**src/rtl/dsp_pkg.sv**
```systemverilog
package dsp_pkg;

    localparam int DATA_DEPTH   = 32;
    localparam int RETURN_DEPTH = 32;

    localparam int WORD_W      = 64;
    localparam int HALF_W      = WORD_W / 2;
    localparam int KIND_W      = 5;
    localparam int KEY_W       = 9;
    localparam int STATUS_W    = 3;
    localparam int CHAR_W      = 8;
    localparam int DEPTH_OUT_W = 6;
    localparam int DP_W        = $clog2(DATA_DEPTH + 1);
    localparam int RP_W        = $clog2(RETURN_DEPTH + 1);

    typedef logic [WORD_W-1:0] word_t;

    typedef enum logic [1:0] {
        SHIFT_HOLD,
        SHIFT_PREV,
        SHIFT_NEXT
    } cell_shift_t;

    typedef struct packed {
        cell_shift_t shift;
        logic        load;
    } cell_ctrl_t;

    typedef enum logic [1:0] {
        AR_MUL,
        AR_DIV,
        AR_REM,
        AR_MOD
    } arith_op_t;

    typedef struct packed {
        logic      start;
        arith_op_t op;
    } arith_req_t;

    localparam logic [KIND_W-1:0] K_LIT    = 5'd0;
    localparam logic [KIND_W-1:0] K_ADD    = 5'd1;
    localparam logic [KIND_W-1:0] K_SUB    = 5'd2;
    localparam logic [KIND_W-1:0] K_MUL    = 5'd3;
    localparam logic [KIND_W-1:0] K_DIV    = 5'd4;
    localparam logic [KIND_W-1:0] K_REM    = 5'd5;
    localparam logic [KIND_W-1:0] K_MOD    = 5'd6;
    localparam logic [KIND_W-1:0] K_MORE   = 5'd7;
    localparam logic [KIND_W-1:0] K_LESS   = 5'd8;
    localparam logic [KIND_W-1:0] K_EQ     = 5'd9;
    localparam logic [KIND_W-1:0] K_NE     = 5'd10;
    localparam logic [KIND_W-1:0] K_AND    = 5'd11;
    localparam logic [KIND_W-1:0] K_OR     = 5'd12;
    localparam logic [KIND_W-1:0] K_INV    = 5'd13;
    localparam logic [KIND_W-1:0] K_EMIT   = 5'd14;
    localparam logic [KIND_W-1:0] K_KEY    = 5'd15;
    localparam logic [KIND_W-1:0] K_DUP    = 5'd16;
    localparam logic [KIND_W-1:0] K_DROP   = 5'd17;
    localparam logic [KIND_W-1:0] K_SWAP   = 5'd18;
    localparam logic [KIND_W-1:0] K_OVER   = 5'd19;
    localparam logic [KIND_W-1:0] K_ROT    = 5'd20;
    localparam logic [KIND_W-1:0] K_TO_R   = 5'd21;
    localparam logic [KIND_W-1:0] K_R_FROM = 5'd22;
    localparam logic [KIND_W-1:0] K_R_FET  = 5'd23;

    localparam logic [STATUS_W-1:0] ST_OK      = 3'd0;
    localparam logic [STATUS_W-1:0] ST_DUNDER  = 3'd1;
    localparam logic [STATUS_W-1:0] ST_DOVER   = 3'd2;
    localparam logic [STATUS_W-1:0] ST_RUNDER  = 3'd3;
    localparam logic [STATUS_W-1:0] ST_ROVER   = 3'd4;
    localparam logic [STATUS_W-1:0] ST_DIVZERO = 3'd5;

endpackage

```
**src/rtl/dsp_arith.sv**
```systemverilog
module dsp_arith (
    input  logic                clk,
    input  logic                rst_n,
    input  dsp_pkg::arith_req_t req,
    input  dsp_pkg::word_t      x,
    input  dsp_pkg::word_t      y,
    output logic                done,
    output dsp_pkg::word_t      result
);
    import dsp_pkg::*;

    localparam int CNT_W = $clog2(WORD_W);

    typedef enum logic [2:0] {
        U_IDLE,
        U_MUL,
        U_DIV,
        U_SIGN,
        U_MOD,
        U_DONE
    } ustate_t;

    ustate_t           state_reg;
    arith_op_t         op_reg;
    word_t             x_reg;
    word_t             y_reg;
    word_t             quo_reg;
    word_t             rem_reg;
    word_t             dvs_reg;
    word_t             acc_reg;
    logic [CNT_W-1:0]  cnt_reg;

    logic [HALF_W-1:0] mul_a;
    logic [HALF_W-1:0] mul_b;
    word_t             prod;
    word_t             rem_shift;
    logic [WORD_W:0]   diff;
    word_t             mod_val;

    function automatic word_t magnitude(input word_t v);
        return v[WORD_W-1] ? (~v + WORD_W'(1)) : v;
    endfunction

    assign mul_a = (cnt_reg == CNT_W'(2)) ? x_reg[WORD_W-1:HALF_W] : x_reg[HALF_W-1:0];
    assign mul_b = (cnt_reg == CNT_W'(1)) ? y_reg[WORD_W-1:HALF_W] : y_reg[HALF_W-1:0];
    assign prod  = WORD_W'(mul_a) * WORD_W'(mul_b);

    assign rem_shift = {rem_reg[WORD_W-2:0], quo_reg[WORD_W-1]};
    assign diff      = {1'b0, rem_shift} - {1'b0, dvs_reg};

    assign mod_val = ((rem_reg != '0) && (rem_reg[WORD_W-1] != y_reg[WORD_W-1]))
                     ? rem_reg + y_reg : rem_reg;

    always_ff @(posedge clk or negedge rst_n)
    begin
        if (!rst_n)
        begin
            state_reg <= U_IDLE;
            cnt_reg   <= '0;
            op_reg    <= AR_MUL;
            x_reg     <= '0;
            y_reg     <= '0;
            quo_reg   <= '0;
            rem_reg   <= '0;
            dvs_reg   <= '0;
            acc_reg   <= '0;
        end
        else
        begin
            case (state_reg)
                U_MUL:
                begin
                    if (cnt_reg == '0)
                        acc_reg <= prod;
                    else
                        acc_reg <= acc_reg + {prod[HALF_W-1:0], {HALF_W{1'b0}}};
                    cnt_reg <= cnt_reg + CNT_W'(1);
                    if (cnt_reg == CNT_W'(2))
                        state_reg <= U_DONE;
                end
                U_DIV:
                begin
                    if (!diff[WORD_W])
                    begin
                        rem_reg <= diff[WORD_W-1:0];
                        quo_reg <= {quo_reg[WORD_W-2:0], 1'b1};
                    end
                    else
                    begin
                        rem_reg <= rem_shift;
                        quo_reg <= {quo_reg[WORD_W-2:0], 1'b0};
                    end
                    cnt_reg <= cnt_reg + CNT_W'(1);
                    if (cnt_reg == {CNT_W{1'b1}})
                        state_reg <= U_SIGN;
                end
                U_SIGN:
                begin
                    if (x_reg[WORD_W-1] ^ y_reg[WORD_W-1])
                        quo_reg <= ~quo_reg + WORD_W'(1);
                    if (x_reg[WORD_W-1])
                        rem_reg <= ~rem_reg + WORD_W'(1);
                    state_reg <= U_MOD;
                end
                U_MOD:
                begin
                    case (op_reg)
                        AR_DIV:  acc_reg <= quo_reg;
                        AR_REM:  acc_reg <= rem_reg;
                        default: acc_reg <= mod_val;
                    endcase
                    state_reg <= U_DONE;
                end
                default:
                begin
                    if (req.start)
                    begin
                        op_reg  <= req.op;
                        x_reg   <= x;
                        y_reg   <= y;
                        quo_reg <= magnitude(x);
                        dvs_reg <= magnitude(y);
                        rem_reg <= '0;
                        cnt_reg <= '0;
                        state_reg <= (req.op == AR_MUL) ? U_MUL : U_DIV;
                    end
                end
            endcase
        end
    end

    assign done   = (state_reg == U_DONE);
    assign result = acc_reg;

endmodule
```
**config.mk**
```make
export PLATFORM = sky130hd
export DESIGN_NAME = dsp_arith
export DESIGN_NICKNAME = d
export VERILOG_FILES = /design/src/rtl/dsp_pkg.sv /design/src/rtl/dsp_arith.sv
export SDC_FILE = /design/constraint.sdc
export NUM_CORES = 2
export LEC_CHECK = 0
export ABC_AREA = 1
export BUFFER_PORTS_ARGS = -buffer_cell sky130_fd_sc_hd__buf_2
export CAP_MARGIN = 20
export CORE_AREA = 8 8 431 433
export DETAILED_ROUTE_END_ITERATION = 12
export DIE_AREA = 0 0 439 441
export GPL_TIMING_DRIVEN = 0
export HOLD_SLACK_MARGIN = 0.02
export MAX_ROUTING_LAYER = met4
export SYNTH_ARGS = -nofsm -noshare
export SYNTH_HDL_FRONTEND = slang
export SYNTH_SLANG_ARGS = --single-unit
```
**constraint.sdc**
```tcl
create_clock -name clk -period 7.6 [get_ports clk]
set_input_delay 1.14 -clock clk [delete_from_list [all_inputs] [get_ports clk]]
set_output_delay 1.14 -clock clk [all_outputs]
set_load 0.03 [all_outputs]
```
-- Word-level counts from Yosys, hierarchy flattened
Cells that the tools add are included.
- order comparisons: 0
- shift operators: 0
- bitwise operators: 8
- eq/ne operators: 15
- $mul: 1
- $add $sub $neg: 8
- reduce and logical (&&, ||, !) cells: 17
- multiplexer cells: 23
- div/mod/pow operators: 0
- operators with widths (cell ; count):
    $mux W64 ; 9
    $pmux W64 S3 ; 2
    $add A64 B1 Y64 const B ; 4
    $not A64 Y64 ; 4
    $pmux W64 S2 ; 2
    $add A64 B64 Y64 ; 2
    $sub A64 B64 Y65 ; 1
    $mul A32 B32 Y64 ; 1
    $mux W32 ; 2
    $reduce_bool A64 Y1 ; 1
    $pmux W3 S4 ; 1
    $pmux W6 S2 ; 1
    $mux W3 ; 3
    $reduce_and A3 Y1 ; 3
    $ne A2 B2 Y1 const B ; 4
    $add A6 B1 Y6 const B ; 1
    $eq A3 B2 Y1 const B ; 2
    $eq A3 B3 Y1 const B ; 2
    $eq A6 B1 Y1 const B ; 1
    $eq A6 B2 Y1 const B ; 1
    $eq A6 B6 Y1 const B ; 1
    $logic_not A6 Y1 ; 1
    $mux W6 ; 1
    $reduce_or A2 Y1 ; 3
    other kinds (15) ; 19
- memories: 0
- output and inout port bits: 65
- input port bits: 133
- ROM bits: 0
- flip-flop bits (word level): 395
- RAM bits: 0
- latch bits: 0
- logic and storage cells: 81

-- Logic depth before layout (Yosys ltp)
- word-level depth: 6
- gate-level depth with buffers: 48
- mapped depth without buffers: 46

-- Worst setup path after synthesis
No wires, ideal clock.
- path type: register -> register
- start point: reg cnt_reg[0]
- end point: reg acc_reg[63] (netlist: result[63])
- path buffers: 3
- setup slack: -0.741 ns
- required time: 7.481 ns
- data arrival time: 8.222 ns
- stages on the path, launching flop included: 44
- setup time: 0.119 ns
- cell sequence: dfrtp_1 -> ha_1 -> nand3_2 -> buf_2 -> clkbuf_1 -> nand2_1 -> o21ai_1 -> clkbuf_1 -> nor2_1 -> fa_1 -> fa_1 -> inv_1 -> fa_1 -> inv_1 -> fa_1 -> inv_1 -> fa_1 -> inv_1 -> (+8 left out) -> nand3_1 -> nand3_1 -> xnor2_1 -> inv_1 -> ha_1 -> nand2_1 -> nor2_1 -> inv_1 -> nor2_1 -> inv_1 -> o21ai_0 -> a21oi_1 -> inv_1 -> nand2_1 -> nand3_1 -> nand2_1 -> nand2_1 -> nand2_1
- word-level cells in the longest chain between the ends: 6
- RTL lines (element ; RTL line ; text):
    from (decl) ; dsp_arith.sv:31 ; logic [CNT_W-1:0] cnt_reg;
    from (signal assigned) ; dsp_arith.sv:77 ; cnt_reg <= cnt_reg + CNT_W'(1);
    from (signal assigned) ; dsp_arith.sv:93 ; cnt_reg <= cnt_reg + CNT_W'(1);
    $eq A6 B2 Y1 / $eq A6 B1 Y1 (equally long branches) ; dsp_arith.sv:44, dsp_arith.sv:45 ;
    $mux W32 (on tied branches) ; dsp_arith.sv:44, dsp_arith.sv:45 ;
    $mul A32 B32 Y64 ; dsp_arith.sv:46 ; assign prod = WORD_W'(mul_a) * WORD_W'(mul_b);
    $add A64 B64 Y64 ; dsp_arith.sv:76 ; acc_reg <= acc_reg + {prod[HALF_W-1:0], {HALF_W{1'b0}}};
    $mux W64 (*) ; dsp_arith.sv:73 ; if (cnt_reg == '0)
    $pmux W64 S2 (*) ; dsp_arith.sv:70 ; case (state_reg)
    to (signal assigned) ; dsp_arith.sv:74 ; acc_reg <= prod;
    to (signal assigned) ; dsp_arith.sv:76 ;
    to (signal assigned) ; dsp_arith.sv:108 ; AR_DIV: acc_reg <= quo_reg;
    to (decl) ; dsp_arith.sv:30 ; word_t acc_reg;
Mark *: on every way between the ends. The rest lies on a longest branch, timed or not.
A chain may end at the register's enable or synchronous reset.

-- Final worst setup path
- start point: reg cnt_reg[1]
- end point: reg acc_reg[63] (netlist: result[63])
Same word-level chain as after synthesis.

==> metrics.md <==
| Metric | Value |
|---|---|
| Routed via count | `a little over 80000` |
| Flops & latches, synth | `394` |
| Hold_ws | `463 ps` |
| CTS Hold Bufs | `0` |
| XOR/XNOR Fraction of Synth Area | `0.0156` |
| Die width | `439 microns` |
| Initial antenna violation count | `24` |
| CTS tree | `built` |
| Final setup vio count | `48` |
| Mean Syn Cell Area | `between 6 and 7 sq um` |
| Wirelength per Cell | `between 20 and 30 microns` |
| Mapped Area | `74400 sq um` |
| Area growth from synthesis to layout | `19.7%` |
| Crit-path most repeated cell | `nand2_1` |
| Worst path buffer plus inverter count | `14` |
| Sequential share of the synthesized area | `0.132` |
| Crit-path max FO | `6` |
| Global route total overflow | `0` |
| Complex-gate fraction of the synthesized area | `0.105` |
| PortBufs | `195` |
| Dominant combinational cell family by area after synthesis | `adder cells` |
| Tcrit/Tclk final | `1.21` |
| Slew margin rel. | `0.151` |
| Clk_skew | `between 30 and 40 ps` |
| Post-DP HPWL | `~360000 microns` |
| Largest net degree at the start of global routing | `around 120` |
| Final setup TNS | `-43710 ps` |
| DRC viols | `0` |
| Std cell rows | `approximately 160` |
| Fmax | `109 MHz` |
| Initial DRC count | `9408` |
| Die area | `194000 sq um` |
| Ys Warns | `0` |
| Filler Cell Count | `between 15000 and 20000` |
| Gr usage total | `0.443` |
| Measured slew at the worst slew-check pin | `1270 ps` |
| First-pass DRT Iterations | `7` |
| Crit path capture type | `register` |
| Final Max Tran Viols | `0` |
| Post-Syn Nets | `between 10000 and 15000` |
| Minimum clock period | `slightly above 9000 ps` |
| Placeable Area | `around 180000 sq um` |
| Vias in the first global route | `between 80000 and 90000` |
| CP max stage cell | `fa_2` |
| Clock root cell | `clkbuf_16` |
| Worst reg2reg path startpoint | `cnt_reg[1]$_DFFE_PN0P_` |
| Unrepaired setup endpoints after global routing | `true` |
| H-tree depth | `2` |
| Synth Area in Adders | `0.315` |
| Chip height | `441 microns` |
| Netlist cell types | `between 60 and 70` |
| CP arrival | `roughly 9700 ps` |
| Maxcap violations | `0` |
| Post-layout net count | `approximately 13000` |
| Clock Path Buffers | `3` |
| CP Class | `reg -> reg` |
| Sink Count | `slightly below 400` |
| Outcome | `finished, violations left` |
| First-pass GRT wire length | `between 500000 and 600000 microns` |
| Number of CTS-inserted buffers | `47` |
| Post-route setup slack | `-1570 ps` |
| Cell family with most CP delay | `adder cells` |
| Cells after synthesis | `roughly 11000` |
| Worst setup SP type | `register` |
| Post-synthesis mux area share | `0` |
| Worst reg2reg setup slack | `-1570 ps` |
| GPL Wtd Cong | `~1.1` |
| Crit path required time | `between 8000 and 9000 ps` |
| Slowest stage delay, CP | `about 650 ps` |
| Top Ports | `198` |
| Final Hold Fails | `0` |
| Final Util | `0.497` |
| Worst skew pair latency | `650 ps` |
| HP Class | `in -> async` |
| Area of the multi-input gates | `58300 sq um` |
| R2R depth | `46` |
| Post-Route WL | `approximately 430000 microns` |
| Worst-path clk slew | `roughly 70 ps` |
| FF/Latch Area | `just under 10000 sq um` |
| RR Endpoint | `result[63]$_DFFE_PN0P_` |
| Share of cells above drive strength 1 | `0.139` |
| Failing checks | `setup timing` |
| Post-route ant nets | `0` |
| Vias per cell | `just under 6` |
| Simple-gate share of the synthesized area | `0.299` |
| Initial Utilization | `0.415` |
cell usage after synthesis (all sizes together):
cell type,number,area (sq um)
o31ai,15,113
o22ai,55,344
nand4,107,676
a211oi,4,30.0
a221oi,1,8.76
xor2,77,674
fa,899,18000
o211ai,18,135
nor3b,8,71.3
ha,433,5420
nand2b,1,6.26
buf,155,796
and3,6,37.5
nor3,91,482
a32oi,17,149
a21oi,557,2830
nand3b,21,158
o21ai,629,3220
nor4,29,188
inv,2218,8330
a22oi,21,193
nand3,657,3350
clkbuf,208,781
nor2,1263,4870
o2111ai,1,8.76
a21o,7,52.6
o221ai,17,149
a21boi,3,22.5
dfrtp,394,9860
o21a,4,30.0
xnor2,56,490
or2,32,200
a22o,1,8.76
a31oi,34,213
clkinv,14,53.8
nand2,3233,12200
o21bai,38,285
and2,3,18.8
o22a,1,8.76
worst max path at each step:
stage	cells after the start	slack, ps	start	end
final	46	-1570	cnt_reg[1]$_DFFE_PN0P_	result[63]$_DFFE_PN0P_
after global routing	46	-1740	cnt_reg[1]$_DFFE_PN0P_	result[63]$_DFFE_PN0P_
after CTS	44	-1490	cnt_reg[1]$_DFFE_PN0P_	result[61]$_DFFE_PN0P_
after detailed placement	41	-3560	cnt_reg[0]$_DFFE_PN0P_	result[63]$_DFFE_PN0P_
after global placement	35	-3800	cnt_reg[0]$_DFFE_PN0P_	result[55]$_DFFE_PN0P_
after floorplan	44	-420	cnt_reg[0]$_DFFE_PN0P_	result[63]$_DFFE_PN0P_
cell type report:
type,instances,area share
well taps,2370,0.0333
clock inverters,22,0.00392
flip-flops and latches,394,0.111
multi-input cells,8339,0.655
repair buffers,535,0.0531
plain buffers,362,0.0319
diodes,20,0.000562
clock buffers,65,0.0149
inverters,2232,0.0971
per-layer routing:
metal,global-route usage,part of all wire,vias to the layer above
met2,0.677,0.44,4838
met5,-,0,-
met1,0.501,0.36,40529
met4,0.354,0.11,0
li1,-,-,36056
met3,0.0988,0.094,1511
stage by stage:
step | instances | setup slack [ps] | instance area (sq um)
5_1_grt | 14335 | -1740 | 89100
3_5_place_dp | 13919 | -3560 | 79700
4_1_cts | 14201 | -1490 | 86100
6_report | 14339 | -1570 | 89100
2_1_floorplan | 11328 | -425 | 75300
3_3_place_gp | 13893 | -3800 | 79300
cells in the final DEF, fill, tap and decap left out, drive strengths merged, types with 27 or more instances in the layout:
cell type	instances
nand2	3233
inv	2209
nor2	1263
fa	899
buf	704
nand3	657
o21ai	629
a21oi	557
ha	433
dfrtp	394
clkbuf	258
nand4	107
nor3	91
xor2	77
xnor2	56
o22ai	55
o21bai	38
a31oi	34
or2	32
nor4	29
clkinv	27
kinds of logic (layout without fill, tap and decap cells):
logic type	count (synthesis)	after routing
AOI/OAI and AO/OA	1423	1423
adders and majority gates	1332	1332
buffers and inverters	2595	3216
xor gates and xnor gates	133	133
DFF	394	394
and+or+nand+nor	5451	5451
other	0	20
worst register-to-register path: cells and delay by family (launching register included):
family / cells / cell delay, ps
AOI/OAI and AO/OA: 5 / 670
and+or+nand+nor: 15 / 1310
DFF: 1 / 400
adders and majority gates: 11 / 5060
buffers and inverters: 14 / 1340
xor gates and xnor gates: 1 / 280
timing repair:
item                       in CTS  in global routing
setup buffers                 192                116
pin swaps                     165                256
gates resized for setup       646                569
cloned                          3                  4
setup endpoints to repair      56                 53
Power is left out: the tool's default activity adds up to more than one toggle a clock period on the data nets, which glitch-free logic cannot reach.
