[config.mk]
export PLATFORM = sky130hd
export DESIGN_NAME = dsp_cell
export DESIGN_NICKNAME = d
export VERILOG_FILES = /design/src/rtl/dsp_pkg.sv /design/src/rtl/dsp_cell.sv
export SDC_FILE = /design/constraint.sdc
export NUM_CORES = 1
export LEC_CHECK = 0
export ABC_AREA = 0
export BUFFER_PORTS_ARGS = -buffer_cell sky130_fd_sc_hd__buf_4
export CAP_MARGIN = 20
export CORE_ASPECT_RATIO = 1.4
export CORE_UTILIZATION = 36
export CTS_CLUSTER_DIAMETER = 60
export DETAILED_ROUTE_END_ITERATION = 8
export GPL_TIMING_DRIVEN = 0
export PLACE_DENSITY = 0.7
export SLEW_MARGIN = 5
export SYNTH_ARGS = -nofsm -noshare
export SYNTH_HDL_FRONTEND = slang
export SYNTH_SLANG_ARGS = --single-unit
export TNS_END_PERCENT = 10
[constraint.sdc]
create_clock -name clk -period 4.9 [get_ports clk]
set_clock_uncertainty 0.1 [all_clocks]
set_input_delay 0.98 -clock clk [delete_from_list [all_inputs] [get_ports clk]]
set_output_delay 0.98 -clock clk [all_outputs]
set_load 0.01 [all_outputs]
[src/rtl/dsp_pkg.sv]
package dsp_pkg;

    localparam int DATA_DEPTH   = 32;
    localparam int RETURN_DEPTH = 32;

    localparam int WORD_W      = 64;
    localparam int HALF_W      = WORD_W / 2;
    localparam int KIND_W      = 5;
    localparam int KEY_W       = 9;
    localparam int STATUS_W    = 3;
    localparam int CHAR_W      = 8;
    localparam int DEPTH_OUT_W = 6;
    localparam int DP_W        = $clog2(DATA_DEPTH + 1);
    localparam int RP_W        = $clog2(RETURN_DEPTH + 1);

    typedef logic [WORD_W-1:0] word_t;

    typedef enum logic [1:0] {
        SHIFT_HOLD,
        SHIFT_PREV,
        SHIFT_NEXT
    } cell_shift_t;

    typedef struct packed {
        cell_shift_t shift;
        logic        load;
    } cell_ctrl_t;

    typedef enum logic [1:0] {
        AR_MUL,
        AR_DIV,
        AR_REM,
        AR_MOD
    } arith_op_t;

    typedef struct packed {
        logic      start;
        arith_op_t op;
    } arith_req_t;

    localparam logic [KIND_W-1:0] K_LIT    = 5'd0;
    localparam logic [KIND_W-1:0] K_ADD    = 5'd1;
    localparam logic [KIND_W-1:0] K_SUB    = 5'd2;
    localparam logic [KIND_W-1:0] K_MUL    = 5'd3;
    localparam logic [KIND_W-1:0] K_DIV    = 5'd4;
    localparam logic [KIND_W-1:0] K_REM    = 5'd5;
    localparam logic [KIND_W-1:0] K_MOD    = 5'd6;
    localparam logic [KIND_W-1:0] K_MORE   = 5'd7;
    localparam logic [KIND_W-1:0] K_LESS   = 5'd8;
    localparam logic [KIND_W-1:0] K_EQ     = 5'd9;
    localparam logic [KIND_W-1:0] K_NE     = 5'd10;
    localparam logic [KIND_W-1:0] K_AND    = 5'd11;
    localparam logic [KIND_W-1:0] K_OR     = 5'd12;
    localparam logic [KIND_W-1:0] K_INV    = 5'd13;
    localparam logic [KIND_W-1:0] K_EMIT   = 5'd14;
    localparam logic [KIND_W-1:0] K_KEY    = 5'd15;
    localparam logic [KIND_W-1:0] K_DUP    = 5'd16;
    localparam logic [KIND_W-1:0] K_DROP   = 5'd17;
    localparam logic [KIND_W-1:0] K_SWAP   = 5'd18;
    localparam logic [KIND_W-1:0] K_OVER   = 5'd19;
    localparam logic [KIND_W-1:0] K_ROT    = 5'd20;
    localparam logic [KIND_W-1:0] K_TO_R   = 5'd21;
    localparam logic [KIND_W-1:0] K_R_FROM = 5'd22;
    localparam logic [KIND_W-1:0] K_R_FET  = 5'd23;

    localparam logic [STATUS_W-1:0] ST_OK      = 3'd0;
    localparam logic [STATUS_W-1:0] ST_DUNDER  = 3'd1;
    localparam logic [STATUS_W-1:0] ST_DOVER   = 3'd2;
    localparam logic [STATUS_W-1:0] ST_RUNDER  = 3'd3;
    localparam logic [STATUS_W-1:0] ST_ROVER   = 3'd4;
    localparam logic [STATUS_W-1:0] ST_DIVZERO = 3'd5;

endpackage

[src/rtl/dsp_cell.sv]
module dsp_cell (
    input  logic               clk,
    input  dsp_pkg::cell_ctrl_t ctrl,
    input  dsp_pkg::word_t     load_value,
    input  dsp_pkg::word_t     prev_value,
    input  dsp_pkg::word_t     next_value,
    output dsp_pkg::word_t     value
);
    import dsp_pkg::*;

    word_t value_reg;
    word_t value_next;

    always_comb
    begin
        value_next = value_reg;
        if (ctrl.load)
        begin
            value_next = load_value;
        end
        else
        begin
            case (ctrl.shift)
                SHIFT_PREV: value_next = prev_value;
                SHIFT_NEXT: value_next = next_value;
                default:    value_next = value_reg;
            endcase
        end
    end

    always_ff @(posedge clk)
    begin
        value_reg <= value_next;
    end

    assign value = value_reg;

endmodule

# Word level (Yosys, flattened, before mapping)
# Index checks and enable logic that the tools add are counted.
dict set report classes {
  n_eq_ne 2
  muxes 2
  n_reduce_logical 1
}
# operator count
set op_table {}
lappend op_table {{64-bit one-hot mux with 2 select lines} 1}
lappend op_table {{64-bit two-way mux} 1}
lappend op_table {{3-bit nonzero test} 1}
lappend op_table {{2-bit by 1-bit equality test with 1-bit output, second input constant} 1}
lappend op_table {{2-bit equality test, second input constant} 1}
dict set report word_totals {
  reg_bits 64
  input_bits 196
  out_inout_bits 64
  elab_cells 6
}

# Logic depth before layout (Yosys ltp)
# Gate-level depths: netlist of run 1.
dict set report depth {
  word_depth 3
  mapped_depth 6
  ltp_nobuf 2
}

# Worst setup path before layout of run 1
# No wires, ideal clock.
dict set report synth_path {
  kind {input-to-reg}
  start {in ctrl[0] in the netlist's numbering}
  end {reg value_reg[0], in the netlist value[0] (enable)}
  setup_time_ns 0.425
  arrival_time_ns 2.736
  t_required_ns 4.375
  path_slack_ns 1.639
  stages 4
  n_path_buf 3
  path_cell_list {buf_6 -> buf_6 -> buf_6 -> or3_1}
}
dict set report synth_between {
  elab_chain_cells 1
}
# element line
set synth_rtl {}
lappend synth_rtl {{start: declaration} dsp_cell.sv:3} ;# input dsp_pkg::cell_ctrl_t ctrl,
lappend synth_rtl {{3-bit nonzero test (no source line)} -}
lappend synth_rtl {{end signal: assignment} dsp_cell.sv:33} ;# value_reg <= value_next;
lappend synth_rtl {{end: declaration} dsp_cell.sv:11} ;# word_t value_reg;
# No other way between the ends.
# A chain may end at the register's enable or synchronous reset.

# Final worst setup path of run 1
dict set report layout_path {
  start {in ctrl[1] in the netlist's numbering}
  end {reg value_reg[19], in the netlist value[19] (enable)}
}
dict set report layout_between {
  elab_chain_cells 2
  word_cells_on_any_way 3
  classes_between {eq/ne: 2; reduce/logical: 1}
}
# element line
set layout_rtl {}
lappend layout_rtl {{2-bit equality test / 2-bit by 1-bit equality test with 1-bit output (equally long branches)} dsp_cell.sv:23} ;# case (ctrl.shift)
lappend layout_rtl {{3-bit nonzero test (no source line) *} -}
# Mark *: on every way between the ends. The rest lies on a longest branch, timed or not.

==> impl_metrics.ini, run 1 <==
[flow_run]
cap_violations = 0

[placed_design]
place.gp.congestion = 0.833
port_buffers = 258
hpwl_um = 10300

[timing]
tns_ps = 0
final-setup-viol-count = 0
max-slew-margin-rel = 0.396
fmax_mhz = 400
fin_hold_ws_ps = 842
fin_crit_ps = 2500
worst_pin_slew_ps = 907
rsz0062_at_grt = no
drv_slew = 0
fin_crit_sh = 0.510
hold_viol = 0

[critical_path]
path_max_fanout = 64
worstPathCellList = buf_4 > nor2b_1 > buf_2 > or3_4
endpoint_kind = flip-flop
cp_data_required_time_ps = 4740
crit_type = in2reg
arrival_ps = 2340
crit_slowest_cell = or3_4
start_kind = input pin
cp_slowest_stage_delay_ps = 770

[power]
intPower_w = 0.00127
switchingPower_w = 0.000434
pwr-share-comb = 0.259
switching_share = 0.255
seqPwrFrac = 0.417
pwr-share-clk = 0.324
power_w = 0.00171
p_per_area_nw_per_um2 = 272
max-vdd-ir-drop_uv = 190
p_leak_nw = 2.86

[routing]
drt_iter0_drc = 208
drc = 0
drt-pass1-iter-count = 4
final_antenna_net_count = 0
wire_per_inst_um = 17.8
vias = 4069
routed_wl_um = 13800
via_per_inst = 5.25

[yosys]
syn_inst = 365
yosysSeqAreaShare = 0.492
synthDistinctLibCells = 12
synth-seq-cells = 64
syn_avg_cell_area_um2 = 10.7
synth-warning-count = 0
netlist_area_um2 = 3900
synth_nets = 561

[global_routing]
antenna_found_initial = 0
grt-ovfl-total = 0
grt_max_degree = 65
grt_pass1_vias = 4112
grt_first_pass_wirelength_um = 21200
grtUsageTotal = 0.242

[clock_network]
clock_path_buffers = 2
cts.sinks = 64
post_cts_resized = 0
root_buffer = clkbuf_16
cts_tree = yes
h-tree-depth = 3
numCtsBuffers = 9
cts_setup_buffers = 0
clk_pin_slew_ps = 50
ctsHoldBuffers = 0

[floorplanning]
core_area_um2 = 10500
die_h_um = 125
rows = 44
start_util = 0.373
die_x_um = 90.0
ios = 260
die_area_um2 = 11300

[min_path]
hold_path.class = in2reg
holdPathStages = 3
min_from = load_value[60]
min_to = value[60]

[final_layout]
synthToLayoutAreaGrowth_pct = 60.4
layout.nets = 830
largest_reg_flops = 64
drive_gt1_frac = 0.451
diodes = 0

[status]
run_status = completed
[power by group through the flow]
stage | registers, W | logic, W | clock network, W
2_1_floorplan | 0.000763 | 0.000126 | 0
3_3_place_gp | 0.000722 | 0.000438 | 0
3_5_place_dp | 0.000722 | 0.000443 | 0
4_1_cts | 0.000712 | 0.000444 | 0.000563
5_1_grt | 0.000718 | 0.000473 | 0.000587
6_report | 0.000711 | 0.000442 | 0.000552
[stage by stage]
stage	area [µm²]	worst slack [ps]	util	instances
after floorplan	3900	1640	-	365
after detailed placement	6020	2070	0.575	761
after global routing	6260	2280	0.599	775
after CTS	6260	2410	0.599	775
after global placement	6010	740	0.575	761
final	6260	2400	0.599	775
[cells in the final DEF (no fill, tap or decap), types with 2 or more instances in the layout]
master,instances
buf_4,259
inv_1,64
nand4bb_1,64
nand2_1,64
o311ai_1,64
edfxtp_1,64
clkbuf_1,24
buf_2,14
clkbuf_16,9
buf_6,3
buf_1,3
nor2b_1,2
[cells in the mapped netlist]
library cell | count | share of area
or3_1 | 1 | 0.0016
buf_1 | 3 | 0.0029
buf_4 | 1 | 0.0019
buf_6 | 3 | 0.0087
edfxtp_1 | 64 | 0.49
clkbuf_1 | 21 | 0.020
inv_1 | 64 | 0.062
nor2b_1 | 2 | 0.0032
nand4bb_1 | 64 | 0.18
buf_2 | 14 | 0.018
nand2_1 | 64 | 0.062
o311ai_1 | 64 | 0.14
[critical path, delay by kind of cell]
kind | cells | cell delay [ps]
buffers and inverters | 2 | 410
and+or+nand+nor | 2 | 900
[logic make-up after synthesis]
| family | synth area share |
|---|---|
| simple gates | 0.251 |
| compound gates | 0.144 |
| buf+inv | 0.113 |
| flops | 0.492 |
[how the worst max path moves through the flow]
stage,startpoint,end,cells past startpoint
4_1_cts,ctrl[1],value[17],4
2_1_floorplan,ctrl[0],value[0],4
3_5_place_dp,ctrl[1],value[21],4
5_1_grt,ctrl[1],value[20],4
3_3_place_gp,ctrl[1],value[23],4
6_report,ctrl[1],value[19],4
[layer usage]
metal / part of all wire / track usage / vias to the layer above
met2: 0.52 / 0.433 / 215
met4: 0.031 / 0.116 / 0
met3: 0.082 / 0.0541 / 31
li1: - / - / 1927
met5: 0 / 0 / -
met1: 0.36 / 0.271 / 1896
[layout make-up]
cell class,count,area (µm²)
multi-input combinational,195,1550
tap,138,173
buffer,42,201
clock buffer,12,236
sequential,64,1920
fill,957,4200
timing repair buffer,258,1940
clock inverter,2,8.76
inverter,64,240
Note: power is estimated with default switching activity, not from simulation.
==> run 2, diff against run 1 <==
clock period = 2.5 ns   (was 4.9 ns; I/O delays follow)
==> run 2 against run 1 <==
  * Critical path depth unchanged
  * Sequential share of layout area about the same
  * Core utilization about the same
  * Worst setup slack worse by 1900 ps
  * Cell count up 0.13%
  * Via count down 0.20%
  * Clock-buffer cell count up 1
  * Non-clock buffer count unchanged
  * Combinational power up 94%
  * Largest power group unchanged
==> impl_metrics.ini, run 2 (synthesis gave the netlist of run 1 again) <==
[status]
run_status = completed

[timing]
max-slew-margin-rel = 0.412
fin_crit_sh = 0.809
hold_viol = 0
worst_pin_slew_ps = 883
fmax_mhz = 495
fin_crit_ps = 2020
final-setup-viol-count = 0
rsz0062_at_grt = no
drv_slew = 0
fin_hold_ws_ps = 366

[routing]
drt_iter0_drc = 217
via_per_inst = 5.23
final_antenna_net_count = 0
routed_wl_um = 13500
drc = 0
wire_per_inst_um = 17.4
vias = 4061
drt-pass1-iter-count = 5

[flow_run]
cap_violations = 0

[floorplanning]
start_util = 0.373
die_h_um = 125
die_area_um2 = 11300
ios = 260
core_area_um2 = 10500
rows = 44
die_x_um = 90.0

[min_path]
hold_path.class = in2reg
min_from = load_value[38]

[clock_network]
clk_pin_slew_ps = 50
numCtsBuffers = 9
cts_setup_buffers = 0
cts.sinks = 64
post_cts_resized = 0
clock_path_buffers = 2
root_buffer = clkbuf_16
h-tree-depth = 3
cts_tree = yes
ctsHoldBuffers = 0

[critical_path]
cp_data_required_time_ps = 2350
cp_slowest_stage_delay_ps = 750
crit_type = in2reg
critPathCapture = value[8]
crit_slowest_cell = or3_4
arrival_ps = 1880
startpoint = ctrl[1]
worstPathCellList = buf_4 > nor2b_1 > buf_2 > or3_4
path_max_fanout = 64
endpoint_kind = flip-flop
start_kind = input pin

[global_routing]
grt_first_pass_wirelength_um = 21100
grt-ovfl-total = 0
grt_max_degree = 65
grt_pass1_vias = 4201
antenna_found_initial = 0
grtUsageTotal = 0.240

[final_layout]
diodes = 0
fillers = 958
drive_gt1_frac = 0.448
layout.nets = 830
synthToLayoutAreaGrowth_pct = 60.5
largest_reg_flops = 64
final_common_cell = buf_4

[placed_design]
place.gp.congestion = 0.852
hpwl_um = 10200
port_buffers = 258

[power]
max-vdd-ir-drop_uv = 299
p_leak_nw = 2.86
power_w = 0.00334
p_per_area_nw_per_um2 = 533
## run 2: changes by cell type in the layout (fill, tap and decap cells not counted)
cell	previous run	this run
clkinv_1	1	2
clkbuf_1	24	25
clkinv_2	1	0
## run 2: cell type report
class / instances / area, µm² / share of cell area
Sequential cell: 64 / 1920 / 0.307
Clock inverter: 2 / 7.51 / 0.00120
Buffer: 42 / 201 / 0.0321
Multi-Input combinational cell: 195 / 1550 / 0.247
Clock buffer: 13 / 240 / 0.0383
Timing Repair Buffer: 258 / 1940 / 0.309
Tap cell: 138 / 173 / 0.0276
Inverter: 64 / 240 / 0.0383
## run 2: worst min path at each step
stage | end | cells past startpoint
after floorplan | value[60] | 2
after global placement | value[60] | 3
after detailed placement | value[60] | 3
after CTS | value[38] | 3
after global routing | value[52] | 3
final | value[38] | 3
## run 2: where the power goes
part / internal [W] / leakage (nW) / switching (W) / total (W)
logic: 0.000482 / 2.09 / 0.000375 / 0.000856
registers: 0.00136 / 0.655 / 0.0000410 / 0.00140
clock network: 0.000659 / 0.119 / 0.000430 / 0.00109
## run 2: per-stage QoR
| stage | utilization | instance area (µm²) | TNS (ps) | instances | setup slack [ps] |
|---|---|---|---|---|---|
| floorplan | - | 3910 | 0 | 365 | 195 |
| global placement | 0.575 | 6010 | -17450 | 761 | -277 |
| detailed placement | 0.575 | 6020 | 0 | 761 | 122 |
| CTS | 0.599 | 6270 | 0 | 776 | 471 |
| global route | 0.599 | 6270 | 0 | 776 | 321 |
| finish | 0.599 | 6270 | 0 | 776 | 478 |
## run 2: layer usage
layer  up-vias  global-route usage  wire [µm]
li1       1923                   -          -
met1      1896               0.266       4940
met2       206               0.427       7130
met3        36              0.0487        909
met4         0               0.129        537
met5         -                   0          0
## run 2: worst max-delay path: cells and delay by family
family	cells	cell delay (ps)
AND/OR/NAND/NOR	2	920
buffers and inverters	2	410
==> run 3, diff against run 2 <==
clock period = 1.9 ns   (was 2.5 ns; I/O delays follow)
==> run 3 against run 2 <==
  * Power rose by 36%
  * Sequential power up 31%
  * Via count decreased by 0.62%
  * Die area unchanged
  * Hold slack got worse by 110 ps
  * Sequential share of layout area decreased by 0.21 points
  * Clock power up 43%
  * Worst setup slack got worse by 190 ps
  * Critical endpoint is now value[35]
==> impl_metrics.ini, run 3 (synthesis gave the netlist of run 1 again) <==
[final_layout]
layout.nets = 831
final_util = 0.603
synthToLayoutAreaGrowth_pct = 61.6
largest_reg_flops = 64
fillers = 953
final_area_um2 = 6310
final_common_cell = buf_4
regArea_um2 = 1920
drive_gt1_frac = 0.452
fin_cells = 778
multiInputGateArea_um2 = 1560
diodes = 0

[critical_path]
cp_slowest_stage_delay_ps = 550
crit_family = simple AND/OR/NAND/NOR gates
endpoint_kind = flip-flop
crit_slowest_cell = or3_4
arrival_ps = 1510
crit_type = in2reg
worstPathBufferInverterCount = 2
startpoint = ctrl[2]
path_max_fanout = 32
worstPathCellList = buf_4 > clkbuf_1 > nor2b_1 > or3_4
start_kind = input pin
cp_data_required_time_ps = 1800

[floorplanning]
rows = 44
die_area_um2 = 11300
core_area_um2 = 10500
die_x_um = 90.0
start_util = 0.373
ios = 260
die_h_um = 125

[routing]
vias = 4036
routed_wl_um = 13700
drt-pass1-iter-count = 4
wire_per_inst_um = 17.6
via_per_inst = 5.19
drt_iter0_drc = 152
drc = 0
final_antenna_net_count = 0

[clock_network]
cts.sinks = 64
root_buffer = clkbuf_16
h-tree-depth = 3
clock_path_buffers = 2
clk_pin_slew_ps = 50
numCtsBuffers = 9
cts_tree = yes

[placed_design]
port_buffers = 258
place_area_um2 = 6020
preCtsSetupSlack_ps = -325
hpwl_um = 10400
dp_cells = 761
place.gp.congestion = 0.861

[timing]
fin_crit_ps = 1610
final-setup-viol-count = 0
worst_pin_slew_ps = 492
fin_crit_sh = 0.849
worst_slack_ps = 286
hold_viol = 0
max-slew-margin-rel = 0.672
fmax_mhz = 620
rsz0062_at_grt = no
drv_slew = 0

[global_routing]
grtUsageTotal = 0.235
grt_max_degree = 65
grt_first_pass_wirelength_um = 21000
grt-ovfl-total = 0
grt_pass1_vias = 4362
antenna_found_initial = 0

[power]
switching_share = 0.247
seqPwrFrac = 0.405
pwr-share-clk = 0.344
power_w = 0.00454
p_per_area_nw_per_um2 = 719
p_leak_nw = 2.88
pwr-share-comb = 0.251
switchingPower_w = 0.00112
max-vdd-ir-drop_uv = 416
intPower_w = 0.00341

[min_path]
min_from = load_value[3]
hold_path.class = in2reg

[flow_run]
cap_violations = 0

[status]
run_status = completed
-- run 3: cell count changes in the layout (fill, tap and decap cells not counted) --
cell,previous run,this run
clkbuf_1,25,22
clkinv_1,2,4
bufinv_16,0,1
clkinv_2,0,1
or3_4,1,2
-- run 3: path summary, 6_finish.rpt --
kind / endpoint / slack, ps / cells after the start
min: value[3] / 260 / 3
max: value[35] / 290 / 4
-- run 3: power groups by stage --
stage	Sequential (W)	Combinational, W	Clock [W]
global route	0.00185	0.00122	0.00164
CTS	0.00184	0.00114	0.00158
detailed placement	0.00187	0.00114	0
floorplan	0.00196	0.000327	0
global placement	0.00186	0.00113	0
finish	0.00184	0.00114	0.00156
-- run 3: timing repair --
item / 4_1_cts / 5_1_grt
endpoints found under the setup margin: 0 / 64
setup buffers: 0 / 0
resized for setup: 0 / 1
hold buffers: 0 / 0
-- run 3: cell type report --
class / instances / area share
Multi-Input combinational cell: 196 / 0.247
Sequential cell: 64 / 0.305
Clock buffer: 10 / 0.0363
Timing Repair Buffer: 258 / 0.307
Clock inverter: 6 / 0.00793
Inverter: 64 / 0.0381
Buffer: 42 / 0.0319
Tap cell: 138 / 0.0274
-- run 3: routing by layer --
metal  global-route usage  part of all wire  vias up
li1                     -                 -     1928
met1                0.240              0.35     1902
met2                0.448              0.55      176
met3               0.0578             0.069       30
met4               0.0996             0.032        0
met5                    0                 0        -
-- run 3: per-stage QoR --
stage	hold WS, ps	TNS [ps]
finish	259	0
detailed placement	569	-20560
CTS	250	0
global route	263	0
floorplan	474	0
global placement	568	-20780
